[src/rtl/skl_pkg.sv]
// Package for the sorted key list: sizes, codes, payload and cell control types.
`default_nettype none

package skl_pkg;

  localparam int DEPTH     = 64;
  localparam int KEY_WIDTH = 32;
  localparam int POS_W     = $clog2(DEPTH);
  localparam int CNT_W     = $clog2(DEPTH + 1);

  typedef enum logic [1:0] {
    MODE_INSERT   = 2'd0,
    MODE_REMOVE   = 2'd1,
    MODE_SEARCH   = 2'd2,
    MODE_RESERVED = 2'd3
  } mode_t;

  typedef enum logic [1:0] {
    ST_OK        = 2'd0,
    ST_FULL      = 2'd1,
    ST_NOT_FOUND = 2'd2,
    ST_EMPTY     = 2'd3
  } status_t;

  typedef logic signed [KEY_WIDTH-1:0] key_t;

  typedef struct packed {
    logic [1:0] mode;
    key_t       key;
  } cmd_t;

  typedef struct packed {
    logic [1:0]       status;
    logic [POS_W-1:0] position;
    key_t             key_out;
    logic [CNT_W-1:0] count;
  } result_t;

  // Per-cell move control for the update cycle
  typedef struct packed {
    logic wr;    // load the command key
    logic up;    // take the lower neighbor's key
    logic down;  // take the upper neighbor's key
  } cell_ctrl_t;

  localparam logic REG_ORDERED = 1'b0;

endpackage

`default_nettype wire

[src/rtl/skl_cell.sv]
// One list cell: holds a key, compares it with the command key, moves with its neighbors.
`default_nettype none

module skl_cell (
  input  wire logic                 clk,
  input  wire logic                 cmp_en,
  input  wire logic                 valid,
  input  wire skl_pkg::key_t        cmd_key,
  input  wire skl_pkg::key_t        prev_key,
  input  wire skl_pkg::key_t        next_key,
  input  wire skl_pkg::cell_ctrl_t  ctrl,
  output skl_pkg::key_t             key,
  output logic                      eq,
  output logic                      gt
);

  skl_pkg::key_t key_next;

  // Priority: load, shift up, shift down, hold
  always_comb begin
    key_next = key;
    if (ctrl.wr) begin
      key_next = cmd_key;
    end else if (ctrl.up) begin
      key_next = prev_key;
    end else if (ctrl.down) begin
      key_next = next_key;
    end
  end

  always_ff @(posedge clk) begin
    key <= key_next;
    if (cmp_en) begin
      eq <= valid && (key == cmd_key);
      gt <= valid && (key > cmd_key);
    end
  end

endmodule

`default_nettype wire

[config.mk]
export PLATFORM = sky130hd
export DESIGN_NAME = skl_cell
export DESIGN_NICKNAME = d
export VERILOG_FILES = /design/src/rtl/skl_pkg.sv /design/src/rtl/skl_cell.sv
export SDC_FILE = /design/constraint.sdc
export NUM_CORES = 1
export LEC_CHECK = 0
export BUFFER_PORTS_ARGS = -buffer_cell sky130_fd_sc_hd__buf_2
export CORE_ASPECT_RATIO = 0.7
export CORE_MARGIN = 5
export CORE_UTILIZATION = 50
export CTS_BUF_LIST = sky130_fd_sc_hd__clkbuf_4
export DETAILED_ROUTE_END_ITERATION = 7
export PLACE_DENSITY = 0.92
export SYNTH_ARGS = -nofsm -noshare
export SYNTH_HDL_FRONTEND = slang
export SYNTH_SLANG_ARGS = --single-unit
[constraint.sdc]
create_clock -name clk -period 4 [get_ports clk]
set_clock_uncertainty 0.2 [all_clocks]
set_input_delay 0.2 -clock clk [delete_from_list [all_inputs] [get_ports clk]]
set_output_delay 0.2 -clock clk [all_outputs]
set_load 0.1 [all_outputs]
Word level (Yosys, flattened, before mapping)
Index checks and enable logic that the tools add are counted.

word-level totals
  flip-flop bits (word level) = 34
  input bits = 102
  output and inout bits = 34
  logic and storage cells = 11

cells by class
  magnitude comparators = 1
  eq/ne operators = 1
  multiplexer cells = 3
  reduce and logical (&&, ||, !) cells = 3

operators with widths
  cell                            count
  32-bit 2-to-1 mux               3
  32-bit equality test            1
  32-bit greater-than comparator  1
  3-bit nonzero test              1
  1-bit logical AND               2

Logic depth before layout (Yosys ltp)
  depth in word-level cells = 3
  depth in mapped cells = 8
  gate-level depth less buffers = 8

Least setup slack after synthesis
Ideal clock, no wire load.

  path kind = reg2reg
  from = register key[17]
  to = register gt (data pin)
  setup time = 258 ps
  arrival time = 2,404 ps
  required time = 3,542 ps
  path slack = 1,138 ps
  cell stages (with the launch flop) = 8
  path buffers = 0
  clock period less this slack = 2,862 ps
  cell sequence = edfxtp_1 ha_1 a21oi_2 o21ai_1 a221o_1 a2111oi_2 nand2_1 mux2i_1

on the way
  word-level cells in the longest chain between the ends = 2

ends and longest elaborated chain
  item                            line            RTL
  start, declared                 skl_cell.sv:12  output skl_pkg::key_t key,
  start signal, assigned          skl_cell.sv:32  key <= key_next;
  32-bit greater-than comparator  skl_cell.sv:35  gt <= valid && (key > cmd_key);
  1-bit logical AND               skl_cell.sv:35
  end signal, assigned            skl_cell.sv:35
  end, declared                   skl_cell.sv:14  output logic gt

No other way between the ends.
A chain may end at the register's enable or synchronous reset.

Worst setup path in the final report
  from = input port cmd_key[19]
  to = register gt (data pin)

on the way
  word-level cells in the longest chain between the ends = 2

ends and longest elaborated chain
  item                            line            RTL
  start, declared                 skl_cell.sv:8   input wire skl_pkg::key_t cmd_key,
  32-bit greater-than comparator  skl_cell.sv:35
  1-bit logical AND               skl_cell.sv:35

No other way between the ends.

==> impl_metrics.yaml <==
power:
  leakage_nw: 1.92
  irDropWorstVdd_mv: 0.191
  p_per_area_nw_per_um2: 345
global_route:
  grt_antenna_before_repair: 0
  grt_pass1_wl_mm: 11.5
  grt_use_total_pct: 22.0
  overflow: 0
  grt_pass1_vias: 2609
  grt_max_degree: 66
logic_synthesis:
  syn_area_um2: 2510
  ys_types: 26
  syn_inst: 259
  synth-async-reset-ratio_pct: 0
  ys_ff_latch: 34
  seq_area_frac_synth_pct: 40.7
  yosys_warnings: 0
  avgSynthCellArea_um2: 9.70
  syn_nets: 393
  ys.flop_type: "edfxtp_1"
  synth_edf_count: 34
clock_network:
  cts_root_buf: "clkbuf_4"
  cts_setup_buffers: 0
  hold_buffers: 32
  clk_latency_ps: 330
  path_clk_slew_ps: 100
  cts_tree: "done"
  cts_htree_levels: 2
  cts_buffers: 5
  cts_sinks: 34
  cts_resized: 0
  clock_tree.buffer_depth: 2
drt:
  wl_met1_mm: 2.99
  finalWirelength_mm: 7.40
  ant_nets: 0
  drt_iter0_drc: 102
  dr.pass1.iters: 6
  viasPerCell: 5.06
  drc: 0
  wl_per_cell_um: 15.0
  num_vias: 2488
  dr_wl_met2_mm: 3.83
  top_layer: "met4"
  wl_met3_um: 508
sta:
  tns_ps: 0
  rsz0062_at_grt: "false"
  fmax_mhz: 390
  setup_slack_ps: 1440
  setup_viol: 0
  layout_min_cycle_time_ps: 2560
  finalCritPeriodShare_pct: 64.0
  relSlewSlack_pct: 31.5
  worst_pin_slew_ps: 1030
  hold_violations: 0
  drv_slew: 0
floorplan:
  initial_core_util_pct: 51.9
  row_count: 21
  die-area_um2: 6560
  die_h_um: 69.3
  ios: 136
  die_x_um: 94.7
  coreArea_um2: 4830
worst_setup_path:
  path_max_fanout: 2
  crit_type: "in -> reg"
  startpoint_type: "input pin"
  cp.arrival_ps: 2450
  worst_setup_path_end_kind: "flip-flop"
  critPathRequiredTime_ps: 3890
placement:
  numPortBuffers: 135
  dp_slack_ps: 1640
  hpwl_mm: 5.45
  place_congestion: 0.802
flow_run:
  max_cap_viol_count: 0
layout:
  diodes: 0
  drive_above_1_share_pct: 34.5
  area_growth_pct: 43.7
  final_nets: 557
min_path:
  hp-class: "in -> reg"
outcome:
  status: "finished clean"
flip-flops by register name, summed over array words and instances (netlist names):
signal	flops
eq	1
gt	1
key	32
worst max-delay path, stage by stage:
cell           delay, ps
dlygate4sd3_1        540
buf_2                130
inv_1                 40
ha_1                 310
a21oi_2              140
o21ai_1              110
a221o_1              370
a2111oi_2            360
nand2_1              110
mux2i_1              130
placed cells by master, fill, tap and decap left out, types with 2 or more instances in the layout:
cell type	instances
a21o_1	3
ha_1	32
nor2_1	4
a21oi_2	2
edfxtp_1	34
dlygate4sd3_1	32
o21ai_0	18
mux2i_1	33
clkbuf_4	7
inv_1	33
nor2b_1	2
buf_2	135
nand2_1	39
nand4_1	4
a221o_1	2
o21ai_1	16
nand3_1	6
a21oi_1	10
and4_1	2
report_power, final:
part / leakage (nW) / internal [mW] / total, mW / switching, mW
sequential: 0.360 / 0.439 / 0.460 / 0.0210
clock: 0.0322 / 0.0800 / 0.192 / 0.112
combinational: 1.53 / 0.161 / 0.594 / 0.433
final cells by class:
class                   instances  area, um2
clock buffers                   7       52.6
fillers                       369       1230
inverters                      33        124
multi-input cells             181       1320
flip-flops and latches         34       1020
well taps                      69       86.3
repair buffers                168       1000
Yosys cell counts, types with 3 or more instances:
cell	instances	area, um2
nand2_1	39	146
inv_1	33	124
a21oi_1	10	50.1
mux2i_1	33	330
nand4_1	4	25.0
a21o_1	3	22.5
o21ai_0	18	90.1
buf_2	3	15.0
nor2_1	4	15.0
edfxtp_1	34	1020
clkbuf_1	8	30.0
nand3_1	6	30.0
ha_1	32	400
o21ai_1	16	80.1
through the flow:
step,power (mW),instances,area (um2),utilization [%],hold slack [ps]
final,1.25,492,3610,74.6,8.40
after global routing,1.31,492,3610,74.6,8.08
after CTS,1.25,492,3610,74.6,1.47
after detailed placement,1.04,453,3240,66.9,242
after global placement,1.02,453,3240,66.9,242
after floorplan,0.903,259,2510,-,112
kinds of logic (layout without fill, tap and decap cells):
logic type               Yosys count  after routing  share of synthesized area, %
AO/OA/AOI/OAI                     55             55                          12.7
adder cells (fa/ha/maj)           32             32                          15.9
buffers and inverters             44            208                          6.73
flip-flops                        34             34                          40.7
multiplexers                      33             33                          13.2
AND/OR/NAND/NOR                   61             61                          10.9
metal layers:
metal / vias up / track usage [%]
met5: - / 0
met4: 0 / 5.12
met3: 9 / 5.75
met2: 92 / 41.1
met1: 1133 / 24.5
li1: 1254 / -
worst paths after layout:
| path | start | endpoint | slack (ps) | depth (start not counted) |
|---|---|---|---|---|
| setup / recovery | cmd_key[19] | gt | 1440 | 10 |
| hold / removal | prev_key[9] | key[9] | 8 | 3 |
| hold reg to reg | key[31] | gt | 640 | 3 |
| setup reg to reg | key[19] | gt | 1630 | 7 |
No activity file was read; power rests on OpenSTA's default activity.
